$ cat src/rtl/core/thumb_instruction_cycle_count_unit_defines.svh
// assertion macros for the thumb instruction cycle count unit
// expects i_clk and i_rst_n in the scope of each use
`ifndef THUMB_INSTRUCTION_CYCLE_COUNT_UNIT_DEFINES_SVH
`define THUMB_INSTRUCTION_CYCLE_COUNT_UNIT_DEFINES_SVH
`ifndef SYNTH
// checked outside reset
`define TCC_ASSERT(lbl, prop, msg) \
    lbl: assert property (@(posedge i_clk) disable iff (!i_rst_n) prop) else $error(msg);
// checked at every edge, reset included
`define TCC_ASSERT_ALWAYS(lbl, prop, msg) \
    lbl: assert property (@(posedge i_clk) prop) else $error(msg);
`else
`define TCC_ASSERT(lbl, prop, msg)
`define TCC_ASSERT_ALWAYS(lbl, prop, msg)
`endif
`endif

$ cat src/rtl/core/tcc_pkg.sv
// shared types, constants and helper functions of the cycle count unit
// no dependencies
package tcc_pkg;

    typedef enum logic [1:0] {
        CLS_FIXED,
        CLS_MULTI,
        CLS_DIV
    } t_class;

    localparam logic [4:0] CYC_ONE   = 5'd1;
    localparam logic [4:0] CYC_TWO   = 5'd2;
    localparam logic [4:0] CYC_THREE = 5'd3;
    localparam logic [4:0] CYC_FOUR  = 5'd4;
    localparam logic [4:0] DIV_CAP   = 5'd12;

    // decoded item after the first stage
    typedef struct packed {
        t_class      cls;
        logic [4:0]  fixed;
        logic [15:0] list;
        logic [1:0]  extra;
        logic [31:0] num;
        logic [31:0] den;
    } t_dec;

    // counted item after the second stage
    typedef struct packed {
        t_class      cls;
        logic [4:0]  fixed;
        logic [4:0]  multi;
        logic        div_short;
        logic [5:0]  clz_num;
        logic [5:0]  clz_den;
    } t_cnt;

    function automatic logic [4:0] popcount16(input logic [15:0] v);
        logic [4:0] n;
        n = 5'd0;
        for (int i = 0; i < 16; i++) begin
            n = n + {4'd0, v[i]};
        end
        return n;
    endfunction

    // leading zero count, 32 for zero
    function automatic logic [5:0] clz32(input logic [31:0] v);
        logic [5:0] n;
        n = 6'd32;
        for (int i = 0; i < 32; i++) begin
            if (v[i]) begin
                n = 6'(31 - i);
            end
        end
        return n;
    endfunction

    // d / 3 for d below 32, by reciprocal multiply
    function automatic logic [3:0] quot3(input logic [4:0] d);
        logic [9:0] p;
        p = {5'd0, d} * 10'd11;
        return p[8:5];
    endfunction

endpackage

$ cat src/rtl/core/tcc_if.sv
// valid/ready channel interfaces of the cycle count unit
// depends on nothing
interface tcc_in_if;
    logic        valid;
    logic        ready;
    logic [15:0] first_half;
    logic [15:0] second_half;
    logic        is_wide;
    logic        executed;
    logic        branch_taken;
    logic [31:0] dividend_value;
    logic [31:0] divisor_value;

    modport source (
        output valid, first_half, second_half, is_wide, executed, branch_taken,
               dividend_value, divisor_value,
        input  ready
    );
    modport sink (
        input  valid, first_half, second_half, is_wide, executed, branch_taken,
               dividend_value, divisor_value,
        output ready
    );
endinterface

interface tcc_out_if;
    logic       valid;
    logic       ready;
    logic [4:0] exec_cycles;

    modport source (output valid, exec_cycles, input ready);
    modport sink (input valid, exec_cycles, output ready);
endinterface

$ cat src/rtl/core/thumb_instruction_cycle_count_unit.sv
// thumb instruction cycle count unit, top level
// an accepted item is registered in stage 1, then in stage 2, then in the stage 3 output register
// throughput: one item per cycle; every stage holds an item and moves when the next frees up
// a stalled output holds its result; intake stops only once the stages behind it are full
// reset: synchronous active-low reset clears all stage valid bits, payload is not reset
module thumb_instruction_cycle_count_unit (
    input  logic      i_clk,
    input  logic      i_rst_n,
    tcc_in_if.sink    i_in,
    tcc_out_if.source o_out
);

`include "thumb_instruction_cycle_count_unit_defines.svh"

    // stage 1 -> stage 2
    logic          w_v1;
    logic          w_rdy1;
    tcc_pkg::t_dec w_d1;
    // stage 2 -> stage 3
    logic          w_v2;
    logic          w_rdy2;
    tcc_pkg::t_cnt w_d2;
    // stage 3 is the output register
    logic          w_v3;
    logic          w_rdy3;
    logic [4:0]    w_cycles;

    // classify the instruction and take divide operand magnitudes
    tcc_decode u_decode (
        .i_clk            (i_clk),
        .i_rst_n          (i_rst_n),
        .i_valid          (i_in.valid),
        .i_first_half     (i_in.first_half),
        .i_second_half    (i_in.second_half),
        .i_is_wide        (i_in.is_wide),
        .i_executed       (i_in.executed),
        .i_branch_taken   (i_in.branch_taken),
        .i_dividend_value (i_in.dividend_value),
        .i_divisor_value  (i_in.divisor_value),
        .o_ready          (i_in.ready),
        .i_ready          (w_rdy2),
        .o_valid          (w_v1),
        .o_data           (w_d1)
    );

    // count transferred registers and leading zeros of the divide operands
    tcc_count u_count (
        .i_clk   (i_clk),
        .i_rst_n (i_rst_n),
        .i_valid (w_v1),
        .i_data  (w_d1),
        .o_ready (w_rdy2),
        .i_ready (w_rdy3),
        .o_valid (w_v2),
        .o_data  (w_d2)
    );

    // divide estimate and final pick
    tcc_result u_result (
        .i_clk    (i_clk),
        .i_rst_n  (i_rst_n),
        .i_valid  (w_v2),
        .i_data   (w_d2),
        .o_ready  (w_rdy3),
        .i_ready  (o_out.ready),
        .o_valid  (w_v3),
        .o_cycles (w_cycles)
    );

    assign w_rdy1            = i_in.ready;
    assign o_out.valid       = w_v3;
    assign o_out.exec_cycles = w_cycles;

    // reset empties the whole pipe
    `TCC_ASSERT_ALWAYS(a_reset_empties, !i_rst_n |=> (!w_v1 && !w_v2 && !w_v3), "pipe not empty after reset")
    // an accepted item lands in stage 1
    `TCC_ASSERT(a_accept_lands, (i_in.valid && w_rdy1) |=> w_v1, "accepted item lost at stage 1")
    // a full stage 3 that is not drained blocks stage 2
    `TCC_ASSERT(a_stall_holds, (w_v3 && !o_out.ready) |-> !w_rdy3, "stage 3 overwritten while stalled")
    // results stay within the cycle range
    `TCC_ASSERT(a_range, w_v3 |-> (w_cycles >= 5'd1 && w_cycles <= 5'd19), "cycle count out of range")

endmodule

$ cat src/rtl/core/tcc_decode.sv
// stage 1: instruction classification and divide operand magnitudes
// depends on tcc_pkg
module tcc_decode (
    input  logic          i_clk,
    input  logic          i_rst_n,
    input  logic          i_valid,
    input  logic [15:0]   i_first_half,
    input  logic [15:0]   i_second_half,
    input  logic          i_is_wide,
    input  logic          i_executed,
    input  logic          i_branch_taken,
    input  logic [31:0]   i_dividend_value,
    input  logic [31:0]   i_divisor_value,
    output logic          o_ready,
    input  logic          i_ready,
    output logic          o_valid,
    output tcc_pkg::t_dec o_data
);

    localparam logic [15:0] OP_TBB    = 16'he8d0;
    localparam logic [15:0] OP_SDIV   = 16'hfb90;
    localparam logic [15:0] OP_UDIV   = 16'hfbb0;
    localparam logic [15:0] OP_STM_W  = 16'he880;
    localparam logic [15:0] OP_LDM_W  = 16'he890;
    localparam logic [15:0] OP_STMDB  = 16'he900;
    localparam logic [15:0] OP_DUAL   = 16'he840;
    localparam logic [15:0] OP_LDREX  = 16'he850;
    localparam logic [15:0] OP_STREXB = 16'he8c0;
    localparam logic [15:0] OP_PUSH   = 16'hb400;
    localparam logic [15:0] OP_POP    = 16'hbc00;
    localparam logic [15:0] OP_MUL_N  = 16'h4340;
    localparam logic [15:0] OP_CBZ    = 16'hb100;
    localparam logic [15:0] OP_LDRLIT = 16'h4800;

    logic          r_valid;
    tcc_pkg::t_dec r_data;
    tcc_pkg::t_dec n_data;

    logic [15:0] a;
    logic [15:0] b;
    logic [15:0] op;
    logic [15:0] bf;
    logic        tbb, br_n, br_w, ldm_w, dual_w, div_w, excl_w, mul;
    logic        mem_n, ld_n;
    logic        sgn;

    assign a  = i_first_half;
    assign b  = i_second_half;
    assign op = a & 16'hfff0;
    assign bf = b & 16'hd000;

    always_comb begin
        tbb  = (op == OP_TBB) && ((b & 16'hffe0) == 16'hf000);
        br_n = ((a[15:12] == 4'hd) && (a[11:8] < 4'd14)) || (a[15:11] == 5'b11100) ||
               (a[15:8] == 8'h47) || ((a & 16'hf500) == OP_CBZ);
        br_w = ((a[15:11] == 5'b11110) &&
                ((bf inside {16'h9000, 16'hd000, 16'hc000}) ||
                 ((bf == 16'h8000) && (a[9:6] < 4'd14)))) || tbb;
        ldm_w = (((a & 16'hffd0) == OP_STM_W) || ((a & 16'hffd0) == OP_LDM_W) ||
                 ((a & 16'hffc0) == OP_STMDB)) && (b != 16'd0);
        dual_w = ((a & 16'hfe40) == OP_DUAL) && (a[8] || a[5]);
        div_w  = ((op == OP_UDIV) || (op == OP_SDIV)) && (b[7:4] == 4'hf);
        excl_w = ((op == OP_LDREX) && (b[11:8] == 4'hf)) ||
                 ((op == OP_DUAL) && !b[11]) ||
                 (((op == OP_TBB) || (op == OP_STREXB)) && (b[11:8] == 4'hf));
        mul    = i_is_wide ? (a[15:8] == 8'hfb) : ((a & 16'hffc0) == OP_MUL_N);
        // narrow single load/store
        mem_n = 1'b1;
        ld_n  = 1'b0;
        if ((a & 16'hf800) == OP_LDRLIT) begin
            ld_n = 1'b1;
        end else if (a[15:12] == 4'h5) begin
            ld_n = (a[11:9] >= 3'd3);
        end else if ((a[15:13] == 3'b011) || (a[15:12] == 4'h8) || (a[15:12] == 4'h9)) begin
            ld_n = a[11];
        end else begin
            mem_n = 1'b0;
        end
    end

    always_comb begin
        sgn          = !a[5];
        n_data.cls   = tcc_pkg::CLS_FIXED;
        n_data.fixed = tcc_pkg::CYC_ONE;
        n_data.list  = 16'd0;
        n_data.extra = 2'd0;
        n_data.num   = (sgn && i_dividend_value[31]) ? (~i_dividend_value + 32'd1)
                                                     : i_dividend_value;
        n_data.den   = (sgn && i_divisor_value[31]) ? (~i_divisor_value + 32'd1)
                                                    : i_divisor_value;
        if (!i_executed) begin
            n_data.fixed = tcc_pkg::CYC_ONE;
        end else if (i_is_wide && tbb) begin
            n_data.fixed = tcc_pkg::CYC_FOUR;
        end else if (i_is_wide ? br_w : br_n) begin
            n_data.fixed = i_branch_taken ? tcc_pkg::CYC_THREE : tcc_pkg::CYC_ONE;
        end else if (i_is_wide && ldm_w) begin
            n_data.cls   = tcc_pkg::CLS_MULTI;
            n_data.list  = b;
            n_data.extra = (a[4] && b[15]) ? 2'd2 : 2'd0;
        end else if (i_is_wide && dual_w) begin
            n_data.fixed = tcc_pkg::CYC_THREE;
        end else if (!i_is_wide && (a[15:12] == 4'hc)) begin
            n_data.cls  = tcc_pkg::CLS_MULTI;
            n_data.list = {8'd0, a[7:0]};
        end else if (!i_is_wide && ((a & 16'hfe00) == OP_PUSH)) begin
            n_data.cls   = tcc_pkg::CLS_MULTI;
            n_data.list  = {8'd0, a[7:0]};
            n_data.extra = {1'b0, a[8]};
        end else if (!i_is_wide && ((a & 16'hfe00) == OP_POP)) begin
            // pc pop costs the transfer plus a pipeline refill
            n_data.cls   = tcc_pkg::CLS_MULTI;
            n_data.list  = {8'd0, a[7:0]};
            n_data.extra = a[8] ? 2'd3 : 2'd0;
        end else if (i_is_wide && div_w) begin
            n_data.cls = tcc_pkg::CLS_DIV;
        end else if (i_is_wide && excl_w) begin
            n_data.fixed = tcc_pkg::CYC_TWO;
        end else if (mul) begin
            n_data.fixed = tcc_pkg::CYC_ONE;
        end else if (i_is_wide) begin
            if (a[15:8] inside {8'hf8, 8'hf9, 8'he8}) begin
                if (a[4] && (b[15:12] == 4'hf)) begin
                    n_data.fixed = tcc_pkg::CYC_FOUR;
                end else begin
                    n_data.fixed = a[4] ? tcc_pkg::CYC_TWO : tcc_pkg::CYC_ONE;
                end
            end
        end else if (mem_n) begin
            n_data.fixed = ld_n ? tcc_pkg::CYC_TWO : tcc_pkg::CYC_ONE;
        end
    end

    assign o_ready = !r_valid || i_ready;

    always_ff @(posedge i_clk) begin
        if (!i_rst_n) begin
            r_valid <= 1'b0;
        end else if (o_ready) begin
            r_valid <= i_valid;
        end
    end

    always_ff @(posedge i_clk) begin
        if (o_ready && i_valid) begin
            r_data <= n_data;
        end
    end

    assign o_valid = r_valid;
    assign o_data  = r_data;

endmodule

$ cat src/rtl/core/tcc_count.sv
// stage 2: register list popcount, divide operand clz and compare
// depends on tcc_pkg
module tcc_count (
    input  logic          i_clk,
    input  logic          i_rst_n,
    input  logic          i_valid,
    input  tcc_pkg::t_dec i_data,
    output logic          o_ready,
    input  logic          i_ready,
    output logic          o_valid,
    output tcc_pkg::t_cnt o_data
);

    logic          r_valid;
    tcc_pkg::t_cnt r_data;
    tcc_pkg::t_cnt n_data;

    always_comb begin
        n_data.cls       = i_data.cls;
        n_data.fixed     = i_data.fixed;
        n_data.multi     = tcc_pkg::CYC_ONE + tcc_pkg::popcount16(i_data.list) +
                           {3'd0, i_data.extra};
        n_data.div_short = (i_data.den == 32'd0) || (i_data.num < i_data.den);
        n_data.clz_num   = tcc_pkg::clz32(i_data.num);
        n_data.clz_den   = tcc_pkg::clz32(i_data.den);
    end

    assign o_ready = !r_valid || i_ready;

    always_ff @(posedge i_clk) begin
        if (!i_rst_n) begin
            r_valid <= 1'b0;
        end else if (o_ready) begin
            r_valid <= i_valid;
        end
    end

    always_ff @(posedge i_clk) begin
        if (o_ready && i_valid) begin
            r_data <= n_data;
        end
    end

    assign o_valid = r_valid;
    assign o_data  = r_data;

endmodule

$ cat src/rtl/core/tcc_result.sv
// stage 3: divide cycle estimate and final selection into the output register
// depends on tcc_pkg
module tcc_result (
    input  logic          i_clk,
    input  logic          i_rst_n,
    input  logic          i_valid,
    input  tcc_pkg::t_cnt i_data,
    output logic          o_ready,
    input  logic          i_ready,
    output logic          o_valid,
    output logic [4:0]    o_cycles
);

    logic       r_valid;
    logic [4:0] r_cycles;
    logic [4:0] n_cycles;
    logic [5:0] diff;
    logic [4:0] div_cyc;

    always_comb begin
        // only used when dividend is at least divisor, so diff stays in 0..31
        diff    = i_data.clz_den - i_data.clz_num;
        div_cyc = tcc_pkg::CYC_TWO + {1'b0, tcc_pkg::quot3(diff[4:0])};
        if (div_cyc > tcc_pkg::DIV_CAP) begin
            div_cyc = tcc_pkg::DIV_CAP;
        end
        case (i_data.cls)
            tcc_pkg::CLS_FIXED: n_cycles = i_data.fixed;
            tcc_pkg::CLS_MULTI: n_cycles = i_data.multi;
            tcc_pkg::CLS_DIV:   n_cycles = i_data.div_short ? tcc_pkg::CYC_TWO : div_cyc;
            default:            n_cycles = tcc_pkg::CYC_ONE;
        endcase
    end

    assign o_ready = !r_valid || i_ready;

    always_ff @(posedge i_clk) begin
        if (!i_rst_n) begin
            r_valid <= 1'b0;
        end else if (o_ready) begin
            r_valid <= i_valid;
        end
    end

    always_ff @(posedge i_clk) begin
        if (o_ready && i_valid) begin
            r_cycles <= n_cycles;
        end
    end

    assign o_valid  = r_valid;
    assign o_cycles = r_cycles;

endmodule
$ cat src/flat_wrapper.sv
// flat-port wrapper written by rule: the top's interface ports become plain ports
module thumb_instruction_cycle_count_unit_flat 
  (i_clk, i_rst_n, i_in_valid, i_in_first_half, i_in_second_half, i_in_is_wide, i_in_executed, i_in_branch_taken, i_in_dividend_value, i_in_divisor_value, i_in_ready, o_out_valid, o_out_exec_cycles, o_out_ready);
  tcc_in_if i_in_i ();
  tcc_out_if o_out_i ();
  input  logic i_clk;
  input  logic i_rst_n;
  input wire logic [$bits(i_in_i.valid)-1:0] i_in_valid;
  input wire logic [$bits(i_in_i.first_half)-1:0] i_in_first_half;
  input wire logic [$bits(i_in_i.second_half)-1:0] i_in_second_half;
  input wire logic [$bits(i_in_i.is_wide)-1:0] i_in_is_wide;
  input wire logic [$bits(i_in_i.executed)-1:0] i_in_executed;
  input wire logic [$bits(i_in_i.branch_taken)-1:0] i_in_branch_taken;
  input wire logic [$bits(i_in_i.dividend_value)-1:0] i_in_dividend_value;
  input wire logic [$bits(i_in_i.divisor_value)-1:0] i_in_divisor_value;
  output wire logic [$bits(i_in_i.ready)-1:0] i_in_ready;
  output wire logic [$bits(o_out_i.valid)-1:0] o_out_valid;
  output wire logic [$bits(o_out_i.exec_cycles)-1:0] o_out_exec_cycles;
  input wire logic [$bits(o_out_i.ready)-1:0] o_out_ready;
  assign i_in_i.valid = i_in_valid;
  assign i_in_i.first_half = i_in_first_half;
  assign i_in_i.second_half = i_in_second_half;
  assign i_in_i.is_wide = i_in_is_wide;
  assign i_in_i.executed = i_in_executed;
  assign i_in_i.branch_taken = i_in_branch_taken;
  assign i_in_i.dividend_value = i_in_dividend_value;
  assign i_in_i.divisor_value = i_in_divisor_value;
  assign i_in_ready = i_in_i.ready;
  assign o_out_valid = o_out_i.valid;
  assign o_out_exec_cycles = o_out_i.exec_cycles;
  assign o_out_i.ready = o_out_ready;
  thumb_instruction_cycle_count_unit u_core (.i_clk(i_clk), .i_rst_n(i_rst_n), .i_in(i_in_i), .o_out(o_out_i));
endmodule
$ cat config.mk
export PLATFORM = sky130hd
export DESIGN_NAME = thumb_instruction_cycle_count_unit_flat
export DESIGN_NICKNAME = d
export VERILOG_FILES = /design/src/rtl/core/tcc_pkg.sv /design/src/rtl/core/tcc_if.sv /design/src/rtl/core/thumb_instruction_cycle_count_unit.sv /design/src/rtl/core/tcc_decode.sv /design/src/rtl/core/tcc_count.sv /design/src/rtl/core/tcc_result.sv /design/src/flat_wrapper.sv
export VERILOG_INCLUDE_DIRS = /design/src /design/src/rtl/core
export SDC_FILE = /design/constraint.sdc
export NUM_CORES = 1
export LEC_CHECK = 0
export BUFFER_PORTS_ARGS = -buffer_cell sky130_fd_sc_hd__buf_2
export CAP_MARGIN = 15
export CORE_AREA = 3 3 119 144
export DETAILED_ROUTE_END_ITERATION = 10
export DIE_AREA = 0 0 122 147
export PLACE_DENSITY = 0.71
export SETUP_SLACK_MARGIN = 0.05
export SLEW_MARGIN = 40
export SYNTH_ARGS = -nofsm -noshare
export SYNTH_HDL_FRONTEND = slang
export SYNTH_SLANG_ARGS = --single-unit
export TNS_END_PERCENT = 1
$ cat constraint.sdc
create_clock -name i_clk -period 12.35 [get_ports i_clk]
set_input_delay 1.235 -clock i_clk [delete_from_list [all_inputs] [get_ports i_clk]]
set_output_delay 1.235 -clock i_clk [all_outputs]
set_load 0.03 [all_outputs]
==> impl_summary.md <==
STA
Of the available clock period, the critical path in the final layout requires 34.9%. The final setup TNS is 0 ns. At the pin with the least slew margin, the transition time is 0.757 ns. Derived from the worst setup path, the maximum achievable clock frequency is 232 MHz. The smallest clock period supported by the final layout is computed as 4.31 ns. Setup repair after global routing left no endpoint under its margin. The headroom to the max-slew limit is 49.1%.

The post-route clock skew is 0.00716 ns. The max-slew violation count is 0. Setup violations remaining at the end of the flow were counted as 0. The number of hold violations in the final report is 0. Setup slack on the critical path of the routed design comes to 8.04 ns.

Critical path
The critical path launch point type is a register. At the worst endpoint, the arrival time is 4.55 ns. On the critical path, the stage with the largest delay is an instance of sky130_fd_sc_hd__fa_1. The signal on the critical path passes through ha_1 > fa_1 > nor2b_1 > o21ai_0 > nand2b_1 > xnor2_1 > inv_1 > fa_1 > inv_1 > ha_1 > nor3_1 > a211oi_1 > and2_1 > nor2_1 > xnor2_1 > ha_1 > inv_1 > xnor2_1 > and2_1 > o31ai_1. The largest delay contributor family on the critical path is adder cells. The worst setup path is captured at a register. For the worst setup path, the data required time is 12.59 ns. The worst setup path is of the reg -> reg kind. The largest incremental delay on the critical path is 0.54 ns. The sum of buffers and inverters on the critical path is 3. The biggest fanout along the worst timing path is 4.

Clock network
The latest clock arrival within the worst-skew pair is 0.42 ns. The post-CTS setup buffer count is 0. Clock-pin slew was measured on the worst setup and hold paths at 0.05 ns.

The clock tree synthesis step divided the H-tree into 4 levels. The count of hold-fix buffers inserted at cts is 0. In this run, post-CTS repair resized a total of 0 instances. The TritonCTS buffer count is 17. The maximum count of clock buffers along a single path is 2. The cell sitting at the root of the clock tree is a sky130_fd_sc_hd__clkbuf_16.

CTS saw 116 sinks. TritonCTS built the clock tree.

Cells and area
The final net count is 1101. The finished cells cover 9400 µm². The area growth from synthesis to layout is 16.8%.

The share of cells above drive strength 1 is 17.0%. Once layout is complete, the utilization of the core stands at 59.9%.

Floorplan
Once the floorplan was initialized, standard cells occupied 51.3% of the core. The area enclosed by the die boundary is 17900 µm². The total area inside the core boundary comes to 15700 µm². Measured along the x axis, the die boundary spans 122 µm.

The die boundary height is 147 µm. The count of standard-cell rows is 50. The I/O pin count is 110.

Placed design
The post-DP HPWL is 14000 µm. In this run the cell area measured after placement is 8860 µm². In this run the tool buffered the top-level ports with 109 buffer cells. Routability-driven placement finished with a final weighted congestion of 0.854. At the placement stage, the worst setup path has a slack of 8.06 ns.

Routing
For this block, the routed nets add up to 17700 µm of wire. The pre-antenna-repair detailed-routing pass consisted of 6 iterations. The remaining routing DRC violations is 0. The average routed wire per standard cell is 15.4 µm. The via total after detailed routing is 6413. The post-route antenna net violation count is 0.

The number of DRC markers after the initial detailed-route iteration is 273. The routed via count divided by cell count is 5.59.

Yosys
The largest total area in the synthesized netlist belongs to sky130_fd_sc_hd__edfxtp_1. For this run, the leading register cell type out of synthesis is sky130_fd_sc_hd__edfxtp_1. The number of standard cells after synthesis is 807. The post-synthesis net count is 982. The summed instance area of the synthesized netlist is 8050 µm². The synthesized design contains 116 register bits. Counting instances in the post-synthesis netlist gives the leading cell types as sky130_fd_sc_hd__edfxtp_1 (113), sky130_fd_sc_hd__inv_1 (89), sky130_fd_sc_hd__nor2_1 (86). The number of distinct library cells after synthesis is 64.

The most common cell in the synthesized netlist is sky130_fd_sc_hd__edfxtp_1. Sequential cells were found to cover 42.9% of the synthesized design area. The share of synthesized area in the top cell type comes to 42.2%. In the post-synthesis netlist, the biggest area contributors are sky130_fd_sc_hd__edfxtp_1 (42%), sky130_fd_sc_hd__ha_1 (9.2%), sky130_fd_sc_hd__inv_1 (4.1%), sky130_fd_sc_hd__xor2_1 (4.0%), sky130_fd_sc_hd__nor2_1 (4.0%). The fraction of registers with async set/reset is 0%.

The count of flip-flops with a built-in enable after synthesis is 113. In this run the mean area of a mapped cell was 9.98 µm². The number of warning messages in the yosys log is 0.

Pwr
The power per unit of standard cell area is 142 nW/µm². For this design the static power due to leakage is 3.82 nW. After layout, the design draws a total of 1.34 mW. Across the VDD grid, the largest voltage drop is 106 µV.

Global routing
The number of global-route vias before repair was 6136. The maximum number of pins on one net before global-route repair is 50. For this run the aggregate overflow at the end of global routing stands at 0. The number of antenna violations at the first check in global routing was 0. The first global-routing pass estimated 28800 µm of wire. The global router's overall resource usage is 20.3%.

Job
The number of violations of the max-capacitance limit is 0.

Status
The run finished with clean final reports.

Worst hold path
The class of the tightest hold or removal check is reg -> reg.
## final timing paths
| check | startpoint | endpoint | slack (ns) | cells past startpoint |
|---|---|---|---|---|
| min reg2reg | u_core.u_decode.o_data[83] | u_core.u_count.o_data[19] | 0.42 | 0 |
| min | u_core.u_decode.o_data[83] | u_core.u_count.o_data[19] | 0.42 | 0 |
| max | u_core.u_count.o_data[6] | u_core.u_result.o_cycles[0] | 8.04 | 20 |
| max reg2reg | u_core.u_count.o_data[6] | u_core.u_result.o_cycles[0] | 8.04 | 20 |
## placed cells by master (no fill, tap or decap), types with 13 or more instances in the layout
master	synthesis	layout
sky130_fd_sc_hd__fa_1	13	13
sky130_fd_sc_hd__nor3_1	25	25
sky130_fd_sc_hd__nand2b_1	14	14
sky130_fd_sc_hd__nor2_1	86	86
sky130_fd_sc_hd__o21ai_0	38	38
sky130_fd_sc_hd__inv_1	89	89
sky130_fd_sc_hd__nor4_1	19	19
sky130_fd_sc_hd__ha_1	59	59
sky130_fd_sc_hd__a21oi_1	49	49
sky130_fd_sc_hd__nand4_1	15	15
sky130_fd_sc_hd__edfxtp_1	113	113
sky130_fd_sc_hd__nor2b_1	14	13
sky130_fd_sc_hd__xnor2_1	33	33
sky130_fd_sc_hd__nand3_1	16	16
sky130_fd_sc_hd__buf_2	0	109
sky130_fd_sc_hd__clkbuf_16	0	17
sky130_fd_sc_hd__xor2_1	37	37
sky130_fd_sc_hd__nand2_1	31	31
## registers in the layout, indices dropped and copies added, names as in the netlist
register,count
u_core.u_result.o_cycles,5
u_core.u_decode.o_data,87
u_core.u_decode.o_valid,1
u_core.u_count.o_data,21
u_core.u_count.o_valid,1
u_core.u_result.o_valid,1
## cell families after synthesis
group | count (synthesis) | synth area share [%]
AOI/OAI and AO/OA | 169 | 13.3
xor gates and xnor gates | 70 | 7.62
adders and majority gates | 72 | 12.4
buffers and inverters | 102 | 4.85
DFF | 116 | 42.9
muxes | 4 | 0.513
and+or+nand+nor | 274 | 18.4
## cell type report
cell class / instances / area, µm²
multi-input combinational: 589 / 4240
clock inverter: 9 / 82.6
tap: 208 / 260
sequential: 116 / 3450
clock buffer: 23 / 458
fill: 1357 / 6300
antenna: 1 / 2.50
timing repair buffer: 113 / 576
inverter: 89 / 334
## power breakdown
group          total (mW)  leakage, nW  switching (mW)  internal (mW)
combinational       0.372         2.46           0.205          0.167
clock               0.449        0.261           0.169          0.280
sequential          0.518         1.10          0.0295          0.489
total                1.34         3.82           0.403          0.936
## stage by stage
stage,instances,hold slack (ns)
after CTS,1147,0.419
after detailed placement,1115,0.405
after global placement,1114,0.403
after global routing,1147,0.440
final,1148,0.416
after floorplan,807,0.400
## layer usage
metal / part of all wire, % / GRT usage (%)
met5: 0 / 0
met2: 50 / 34.2
met3: 5.4 / 4.77
met4: 2.1 / 7.46
met1: 42 / 25.2
Power figures use the tool's default switching activity.
